==> config.mk <==
export PLATFORM = sky130hd
export DESIGN_NAME = sorted_key_table
export DESIGN_NICKNAME = d
export VERILOG_FILES = /design/src/rtl/skt_pkg.sv /design/src/rtl/skt_ctrl.sv /design/src/rtl/skt_dp.sv /design/src/rtl/sorted_key_table.sv
export SDC_FILE = /design/constraint.sdc
export NUM_CORES = 2
export LEC_CHECK = 0
export ABC_AREA = 1
export BUFFER_PORTS_ARGS = -buffer_cell sky130_fd_sc_hd__buf_2
export CELL_PAD_IN_SITES_DETAIL_PLACEMENT = 0
export CELL_PAD_IN_SITES_GLOBAL_PLACEMENT = 1
export CORE_MARGIN = 3
export CORE_UTILIZATION = 43
export CTS_CLUSTER_DIAMETER = 60
export DETAILED_ROUTE_END_ITERATION = 16
export PLACE_DENSITY_LB_ADDON = 0.1
export SLEW_MARGIN = 15
export SYNTH_ARGS = -nofsm -noshare
export SYNTH_HDL_FRONTEND = slang
export SYNTH_SLANG_ARGS = --single-unit
==> constraint.sdc <==
create_clock -name aclk -period 7 [get_ports aclk]
set_input_delay 0.35 -clock aclk [delete_from_list [all_inputs] [get_ports aclk]]
set_output_delay 0.35 -clock aclk [all_outputs]
set_load 0.01 [all_outputs]
==> src/rtl/skt_pkg.sv <==
`timescale 1ns / 1ps

package skt_pkg;

    // Operation codes carried in the low bits of the input tdata.
    localparam logic [1:0] OP_INSERT = 2'd0;
    localparam logic [1:0] OP_LOOKUP = 2'd1;
    localparam logic [1:0] OP_CLEAR  = 2'd2;

    // Result status codes.
    localparam logic [1:0] ST_DONE = 2'd0;
    localparam logic [1:0] ST_DUP  = 2'd1;
    localparam logic [1:0] ST_FULL = 2'd2;

    // Result tdata: found, status, entry_count, padded to two bytes.
    localparam int COUNT_OUT_W = 7;
    localparam int M_TDATA_W   = 16;

    // Commands from the controller to the datapath.
    typedef struct packed {
        logic       load;         // capture a new item, rewind the walk
        logic       adv;          // step to the next entry, keep the old entry
        logic       wr_key;       // write the new key at the current index
        logic       wr_carry;     // write the displaced entry at the current index
        logic       shift_on;     // from now on every step moves entries up
        logic       set_found;    // capture the equality of the current entry
        logic       set_status;   // capture status_val
        logic [1:0] status_val;
        logic       inc_count;
        logic       clear_count;
        logic       out_load;     // move the finished result to the output register
    } skt_cmd_t;

    // Status from the datapath to the controller.
    typedef struct packed {
        logic [1:0] in_op;        // operation of the item on the input channel
        logic [1:0] op;           // operation of the item in progress
        logic       at_end;       // walk index has reached the stored count
        logic       ge;           // current entry is not less than the key
        logic       eq;           // current entry equals the key
        logic       full;         // store holds its capacity
        logic       shifting;
        logic       reject_dup;
        logic       out_free;     // output register can take a result this cycle
    } skt_stat_t;

endpackage

==> src/rtl/skt_ctrl.sv <==
`timescale 1ns / 1ps

module skt_ctrl
    import skt_pkg::*;
(
    input  logic      aclk,
    input  logic      aresetn,
    input  logic      s_tvalid,
    output logic      s_tready,
    input  skt_stat_t stat,
    output skt_cmd_t  cmd
);

    typedef enum logic [2:0] {
        S_IDLE = 3'b001,
        S_WALK = 3'b010,
        S_OUT  = 3'b100
    } state_t;

    state_t state_reg, state_next;

    always_ff @(posedge aclk) begin
        if (!aresetn) begin
            state_reg <= S_IDLE;
        end else begin
            state_reg <= state_next;
        end
    end

    always_comb begin
        cmd        = '0;
        state_next = state_reg;
        s_tready   = 1'b0;
        case (state_reg)
            S_IDLE: begin
                s_tready = 1'b1;
                if (s_tvalid) begin
                    cmd.load = 1'b1;
                    case (stat.in_op)
                        OP_INSERT, OP_LOOKUP: begin
                            state_next = S_WALK;
                        end
                        OP_CLEAR: begin
                            cmd.clear_count = 1'b1;
                            state_next      = S_OUT;
                        end
                        default: begin
                            state_next = S_OUT;
                        end
                    endcase
                end
            end
            S_WALK: begin
                if (stat.shifting) begin
                    // Carry the displaced entry one place up.
                    cmd.wr_carry = 1'b1;
                    if (stat.at_end) begin
                        cmd.inc_count = 1'b1;
                        state_next    = S_OUT;
                    end else begin
                        cmd.adv = 1'b1;
                    end
                end else if (stat.at_end) begin
                    // Key is larger than every stored entry.
                    if (stat.op == OP_INSERT) begin
                        if (stat.full) begin
                            cmd.set_status = 1'b1;
                            cmd.status_val = ST_FULL;
                        end else begin
                            cmd.wr_key    = 1'b1;
                            cmd.inc_count = 1'b1;
                        end
                    end
                    state_next = S_OUT;
                end else if (stat.ge) begin
                    cmd.set_found = 1'b1;
                    if (stat.op != OP_INSERT) begin
                        state_next = S_OUT;
                    end else if (stat.reject_dup && stat.eq) begin
                        cmd.set_status = 1'b1;
                        cmd.status_val = ST_DUP;
                        state_next     = S_OUT;
                    end else if (stat.full) begin
                        cmd.set_status = 1'b1;
                        cmd.status_val = ST_FULL;
                        state_next     = S_OUT;
                    end else begin
                        cmd.wr_key   = 1'b1;
                        cmd.shift_on = 1'b1;
                        cmd.adv      = 1'b1;
                    end
                end else begin
                    cmd.adv = 1'b1;
                end
            end
            S_OUT: begin
                if (stat.out_free) begin
                    cmd.out_load = 1'b1;
                    state_next   = S_IDLE;
                end
            end
            default: begin
                state_next = S_IDLE;
            end
        endcase
    end

    // Only one of the two write sources drives the memory in a cycle.
    assert property (@(posedge aclk) disable iff (!aresetn)
        !(cmd.wr_key && cmd.wr_carry))
        else $error("skt_ctrl: key and carry written together");

    // A new item is taken only when the controller is back at rest.
    assert property (@(posedge aclk) disable iff (!aresetn)
        cmd.out_load |=> s_tready)
        else $error("skt_ctrl: not ready after result handoff");

endmodule

==> src/rtl/skt_dp.sv <==
`timescale 1ns / 1ps

module skt_dp
    import skt_pkg::*;
#(
    parameter int CAPACITY  = 64,
    parameter int KEY_WIDTH = 32,
    parameter int S_TDATA_W = ((2 + KEY_WIDTH + 7) / 8) * 8
) (
    input  logic                 aclk,
    input  logic                 aresetn,
    input  logic [S_TDATA_W-1:0] s_tdata,
    output logic [M_TDATA_W-1:0] m_tdata,
    output logic                 m_tvalid,
    input  logic                 m_tready,
    input  logic                 cfg_wr_en,
    input  logic                 cfg_wr_data,
    input  skt_cmd_t             cmd,
    output skt_stat_t            stat
);

    localparam int AW = $clog2(CAPACITY);
    localparam int CW = $clog2(CAPACITY + 1);
    localparam logic [CW-1:0] CAP_C = CW'(CAPACITY);

    logic [KEY_WIDTH-1:0] entry_mem [CAPACITY];

    logic [KEY_WIDTH-1:0]   key_reg, carry_reg, rdata_reg;
    logic [1:0]             op_reg, status_reg;
    logic [CW-1:0]          idx_reg, count_reg;
    logic                   shifting_reg, found_reg, reject_reg;
    logic                   m_valid_reg, m_found_reg;
    logic [1:0]             m_status_reg;
    logic [COUNT_OUT_W-1:0] m_count_reg;

    logic [CW-1:0]          idx_inc;
    logic [AW-1:0]          rd_addr;
    logic                   mem_we;
    logic [KEY_WIDTH-1:0]   mem_wdata;

    assign idx_inc   = idx_reg + 1'b1;
    // At rest the read port points at entry 0, so the walk starts with data in hand.
    assign rd_addr   = cmd.adv ? idx_inc[AW-1:0] : '0;
    assign mem_we    = cmd.wr_key || cmd.wr_carry;
    assign mem_wdata = cmd.wr_key ? key_reg : carry_reg;

    always_ff @(posedge aclk) begin
        if (mem_we) begin
            entry_mem[idx_reg[AW-1:0]] <= mem_wdata;
        end
        rdata_reg <= entry_mem[rd_addr];
    end

    always_ff @(posedge aclk) begin
        if (cmd.load) begin
            key_reg      <= s_tdata[KEY_WIDTH+1:2];
            op_reg       <= s_tdata[1:0];
            idx_reg      <= '0;
            shifting_reg <= 1'b0;
            found_reg    <= 1'b0;
            status_reg   <= ST_DONE;
        end else begin
            if (cmd.adv) begin
                idx_reg   <= idx_inc;
                carry_reg <= rdata_reg;
            end
            if (cmd.shift_on) begin
                shifting_reg <= 1'b1;
            end
            if (cmd.set_found) begin
                found_reg <= stat.eq;
            end
            if (cmd.set_status) begin
                status_reg <= cmd.status_val;
            end
        end
        if (cmd.out_load) begin
            m_found_reg  <= found_reg;
            m_status_reg <= status_reg;
            m_count_reg  <= COUNT_OUT_W'(count_reg);
        end
    end

    always_ff @(posedge aclk) begin
        if (!aresetn) begin
            count_reg   <= '0;
            reject_reg  <= 1'b0;
            m_valid_reg <= 1'b0;
        end else begin
            if (cmd.clear_count) begin
                count_reg <= '0;
            end else if (cmd.inc_count) begin
                count_reg <= count_reg + 1'b1;
            end
            if (cfg_wr_en) begin
                reject_reg <= cfg_wr_data;
            end
            if (cmd.out_load) begin
                m_valid_reg <= 1'b1;
            end else if (m_tready) begin
                m_valid_reg <= 1'b0;
            end
        end
    end

    always_comb begin
        stat.in_op      = s_tdata[1:0];
        stat.op         = op_reg;
        stat.at_end     = (idx_reg == count_reg);
        stat.ge         = ($signed(rdata_reg) >= $signed(key_reg));
        stat.eq         = (rdata_reg == key_reg);
        stat.full       = (count_reg == CAP_C);
        stat.shifting   = shifting_reg;
        stat.reject_dup = reject_reg;
        stat.out_free   = !m_valid_reg || m_tready;
    end

    assign m_tvalid = m_valid_reg;
    assign m_tdata  = {{(M_TDATA_W - COUNT_OUT_W - 3){1'b0}},
                       m_count_reg, m_status_reg, m_found_reg};

    assert property (@(posedge aclk) disable iff (!aresetn)
        count_reg <= CAP_C)
        else $error("skt_dp: count above capacity");

    assert property (@(posedge aclk) disable iff (!aresetn)
        cmd.inc_count |-> !stat.full)
        else $error("skt_dp: insert into a full store");

    assert property (@(posedge aclk) disable iff (!aresetn)
        mem_we |-> (idx_reg <= count_reg) && !stat.full)
        else $error("skt_dp: write outside the stored range");

    assert property (@(posedge aclk) disable iff (!aresetn)
        cmd.out_load |=> m_valid_reg)
        else $error("skt_dp: result not presented after load");

endmodule

==> src/rtl/sorted_key_table.sv <==
// An insert or lookup walks the entries from index 0 before its result is ready;
// clear and no-op go straight to the result. The block takes one item at a time:
// a new item is accepted only once the last result has moved to the output
// register. Reset (aresetn low, synchronous) empties the store, clears the
// duplicate-reject register and drops any waiting result.
`timescale 1ns / 1ps

module sorted_key_table
    import skt_pkg::*;
#(
    parameter int CAPACITY  = 64,
    parameter int KEY_WIDTH = 32
) (
    input  logic aclk,
    input  logic aresetn,

    // Input channel.
    input  logic                                    s_tvalid,
    output logic                                    s_tready,
    // From bit 0: operation (2), key (KEY_WIDTH, signed), zero padding.
    input  logic [((2 + KEY_WIDTH + 7) / 8) * 8 - 1:0] s_tdata,

    // Result channel.
    output logic                 m_tvalid,
    input  logic                 m_tready,
    // From bit 0: found (1), status (2), entry_count (7), zero padding.
    output logic [M_TDATA_W-1:0] m_tdata,

    // Duplicate-reject register, to be written only while the block is idle; the block does not enforce this.
    input  logic cfg_wr_en,
    input  logic cfg_wr_data
);

    // The store is a single memory of CAPACITY keys kept in ascending order.
    // Entries at or above the stored count are never used, so the memory needs
    // no clearing pass. An insert or lookup walks the entries from index 0, one
    // per cycle. A lookup stops at the first entry not less than the key. An
    // insert writes the key there and then ripples each displaced entry one
    // place up in the same forward walk, so each move does one read and one
    // write at neighboring addresses.

    localparam int S_TDATA_W = ((2 + KEY_WIDTH + 7) / 8) * 8;

    skt_cmd_t  cmd;
    skt_stat_t stat;

    // The controller sequences each item: accept, walk (insert or lookup),
    // then hand the result to the output register once it is free.
    skt_ctrl u_ctrl (
        .aclk     (aclk),
        .aresetn  (aresetn),
        .s_tvalid (s_tvalid),
        .s_tready (s_tready),
        .stat     (stat),
        .cmd      (cmd)
    );

    // The datapath holds the key memory, the count, the walk registers and
    // the output register, which lets a finished result wait on the result
    // channel while the next item is accepted.
    skt_dp #(
        .CAPACITY  (CAPACITY),
        .KEY_WIDTH (KEY_WIDTH),
        .S_TDATA_W (S_TDATA_W)
    ) u_dp (
        .aclk        (aclk),
        .aresetn     (aresetn),
        .s_tdata     (s_tdata),
        .m_tdata     (m_tdata),
        .m_tvalid    (m_tvalid),
        .m_tready    (m_tready),
        .cfg_wr_en   (cfg_wr_en),
        .cfg_wr_data (cfg_wr_data),
        .cmd         (cmd),
        .stat        (stat)
    );

endmodule
==> summary.md <==
| Metric | Value |
|---|---|
| Arrival time of the worst setup path | `6.12 ns` |
| Clock Path Buffers | `3` |
| Hold Path Class | `in2reg` |
| Root Buffer | `clkbuf_16` |
| Final hold viol count | `0` |
| Final Max Tran Viols | `0` |
| Chip height | `476.8 um` |
| Initial antenna violation count | `14` |
| Vias in the first global route | `62538` |
| Nets | `8707` |
| Worst endpoint required time | `7.80 ns` |
| Area added between synthesis and finish | `12.41%` |
| First-pass GRT wire length | `440800 um` |
| Most frequent cells after synthesis | `edfxtp_1 (2124), nand3_1 (1663), inv_1 (1387)` |
| Critical setup path kind | `reg2reg` |
| Hold_sp | `s_tdata[28]` |
| Max Clk Rate | `187.9 MHz` |
| Pint | `21.30 mW` |
| Synth area leaders | `edfxtp_1 (67%), nand3_1 (8.7%), inv_1 (5.5%)` |
| Hpwl dp | `156300 um` |
| Starting Density | `43.33%` |
| Final WL | `303800 um` |
| Layout cells sized above 1 | `10.15%` |
| Detailed Routing Iterations Pass 1 | `6` |
| Cells after Synth | `8724` |
| RR Startpoint | `u_dp.key_reg[31]$_DFFE_PP_` |
| GRT overflow | `0` |
| Rows | `172` |
| Total track usage | `26.23%` |
| RSZ-0062 raised after global routing | `false` |
| I/O Pins | `64` |
| Clk pin slew, worst setup/hold paths | `0.06 ns` |
| Most numerous cell in the Yosys netlist | `edfxtp_1` |
| Setup violators final | `0` |
| Clock power frac | `44.9%` |
| Final ANT Viol Nets | `0` |
| Finished Layout Cells | `11793` |
| Hold endpoint | `u_dp.key_reg[26]$_DFFE_PP_` |
| Tmin final | `5.321 ns` |
| Worst-path maximum fanout | `70` |
| Via Count | `65453` |
| H-tree depth | `4` |
| Worst vdd ir | `0.2765 mV` |
| Gate power share | `2.8%` |
| Dominant synthesized flop cell | `edfxtp_1` |
| Largest net degree at the start of global routing | `176` |
| Max-slew headroom | `18.10%` |
| Switch Pwr | `5.876 mW` |
| Distinct cells, synth | `45` |
| Seq cells post-synth | `2179` |
| Iter 0 DRT Violations | `6665` |
| Mean Syn Cell Area | `10.92 um2` |
| Critical Path Start Type | `flop` |
| Critical path capture point type | `flop` |
| Synth top area share | `66.92%` |
| EDFF count, synth | `2124` |
| Cts bufs inserted | `237` |
| P per Cell Area | `253.6 nW/um2` |
| Total negative setup slack | `0 ns` |
| CTS resizes | `0` |
| Max FFs per register | `2048` |
| Period utilization | `76.01%` |
| Total of max-cap violations | `0` |
| Status | `finished clean` |
| Cell count after placement | `11303` |
| IO Port Bufs | `51` |
| Leak | `42.25 nW` |
| GP Congestion | `0.8002` |
| Worst-Skew Late Latency | `0.88 ns` |
| Syn Std Cell Area | `95310 um2` |
| Switching share of power | `21.62%` |
| Async set-reset flop share out of synthesis | `0%` |
| Clock sink count | `2179` |
| CTS tree | `done` |
| Area leader, netlist | `edfxtp_1` |
| Die ar. | `227300 um2` |
| DR vias/cell | `5.550` |
| Final Skew | `0.03079 ns` |
| Worst R2R End | `u_dp.rdata_reg[3]$_DFF_P_` |
| Post-route DRC | `0` |
| Util after Layout | `48.71%` |
| Worst Max-Slew Pin Slew | `1.226 ns` |
| Post-synthesis sequential area ratio | `68.08%` |
| Hold depth | `2` |
| Core area | `219900 um2` |
| Worst r2r path cells | `19` |
| Sequential share of power | `52.3%` |
| Slack of the worst reg-to-reg path | `1.68 ns` |
| WL/cell | `25.76 um` |
| Die Wd | `476.8 um` |
| Ys Warns | `0` |
==> kinds of logic (layout without fill, tap and decap cells) <==
| family | count (synthesis) | after routing | synth area share (%) |
|---|---|---|---|
| adder cells (fa/ha/maj) | 35 | 35 | 0.4595 |
| AND/OR/NAND/NOR | 4159 | 4159 | 21.15 |
| other | 1 | 10 | 0.003935 |
| AO/OA/AOI/OAI | 323 | 323 | 1.736 |
| XOR/XNOR | 9 | 9 | 0.08271 |
| flip-flops | 2179 | 2179 | 68.08 |
| buffers and inverters | 2017 | 2119 | 8.479 |
| multiplexers | 1 | 1 | 0.01181 |
==> per-stage QoR <==
step | cell area (um2) | setup slack [ns] | hold slack [ns] | power (mW)
after floorplan | 95330 | 1.766 | 0.4082 | 14.93
after global placement | 99150 | 1.681 | 0.4248 | 15.22
after detailed placement | 99150 | 1.703 | 0.4205 | 15.22
after CTS | 107100 | 1.696 | 0.1142 | 27.40
after global routing | 107100 | 1.455 | 0.1664 | 27.96
final | 107100 | 1.679 | 0.1874 | 27.17
==> cell type report <==
cell class                 instances  area [um2]
fill                           19869      112800
antenna                            4       10.01
sequential                      2179       64880
clock inverter                   128        1106
clock buffer                     316        6420
multi-input combinational       4533       23250
timing repair buffer             281        2510
inverter                        1394        5261
tap                             2958        3701
==> routing by layer <==
layer	vias to the layer above	GRT usage, %	wire length, um
li1	30011	-	-
met1	32743	37.50	134700
met2	2264	41.65	140000
met3	433	3.766	20090
met4	2	7.872	9029
met5	-	0	10
==> power by group through the flow <==
stage,Sequential [mW],Combinational (mW),Clock (mW)
after CTS,14.2,0.756,12.4
after global placement,14.5,0.734,0
after global routing,14.2,0.802,13.0
after floorplan,14.5,0.444,0
after detailed placement,14.5,0.734,0
final,14.2,0.755,12.2
==> repair_timing <==
item                                    CTS  global route
endpoints found under the setup margin    0             0
hold buffers                             40             0
setup buffers                             0             0
hold endpoints to repair                 59             0
==> cell usage in the layout, fill, tap and decap left out, types with 62 or more instances in the layout <==
cell type and instances:
inv_1 1383, clkbuf_16 239, buf_4 157, nor2_1 677
nand3_1 1662, nor2_4 66, nand4_1 737, edfxtp_1 2124
o21ai_0 231, nand2_1 789, clkbuf_1 62, or2_2 194
==> how the worst max path moves through the flow <==
stage,startpoint,endpoint,cells past startpoint
4_1_cts,u_dp.key_reg[31]$_DFFE_PP_,u_dp.rdata_reg[3]$_DFF_P_,19
6_report,u_dp.key_reg[31]$_DFFE_PP_,u_dp.rdata_reg[3]$_DFF_P_,19
3_5_place_dp,u_dp.key_reg[31]$_DFFE_PP_,u_dp.rdata_reg[3]$_DFF_P_,19
5_1_grt,u_dp.key_reg[31]$_DFFE_PP_,u_dp.rdata_reg[3]$_DFF_P_,19
2_1_floorplan,u_dp.key_reg[31]$_DFFE_PP_,u_dp.entry_mem[0][31]$_DFFE_PP_,15
3_3_place_gp,u_dp.key_reg[31]$_DFFE_PP_,u_dp.rdata_reg[3]$_DFF_P_,19
==> worst max-delay path, cell delays in order, from the launching register on <==
cell and delay [ns]:
edfxtp_1 0.33, inv_1 0.08, ha_1 0.42, nand2_1 0.13
nor2_2 0.13, nand4_1 0.17, nor2_2 0.26, nand2_1 0.11
nand3_1 0.09, nand3_2 0.17, nand2_8 0.42, nand2_4 0.21
inv_2 0.14, nand3_4 0.35, inv_6 0.68, buf_12 0.57
nand3_1 0.21, nand3_1 0.19, nand3_1 0.31, nand2_1 0.17
(Power assumes the default switching activity.)
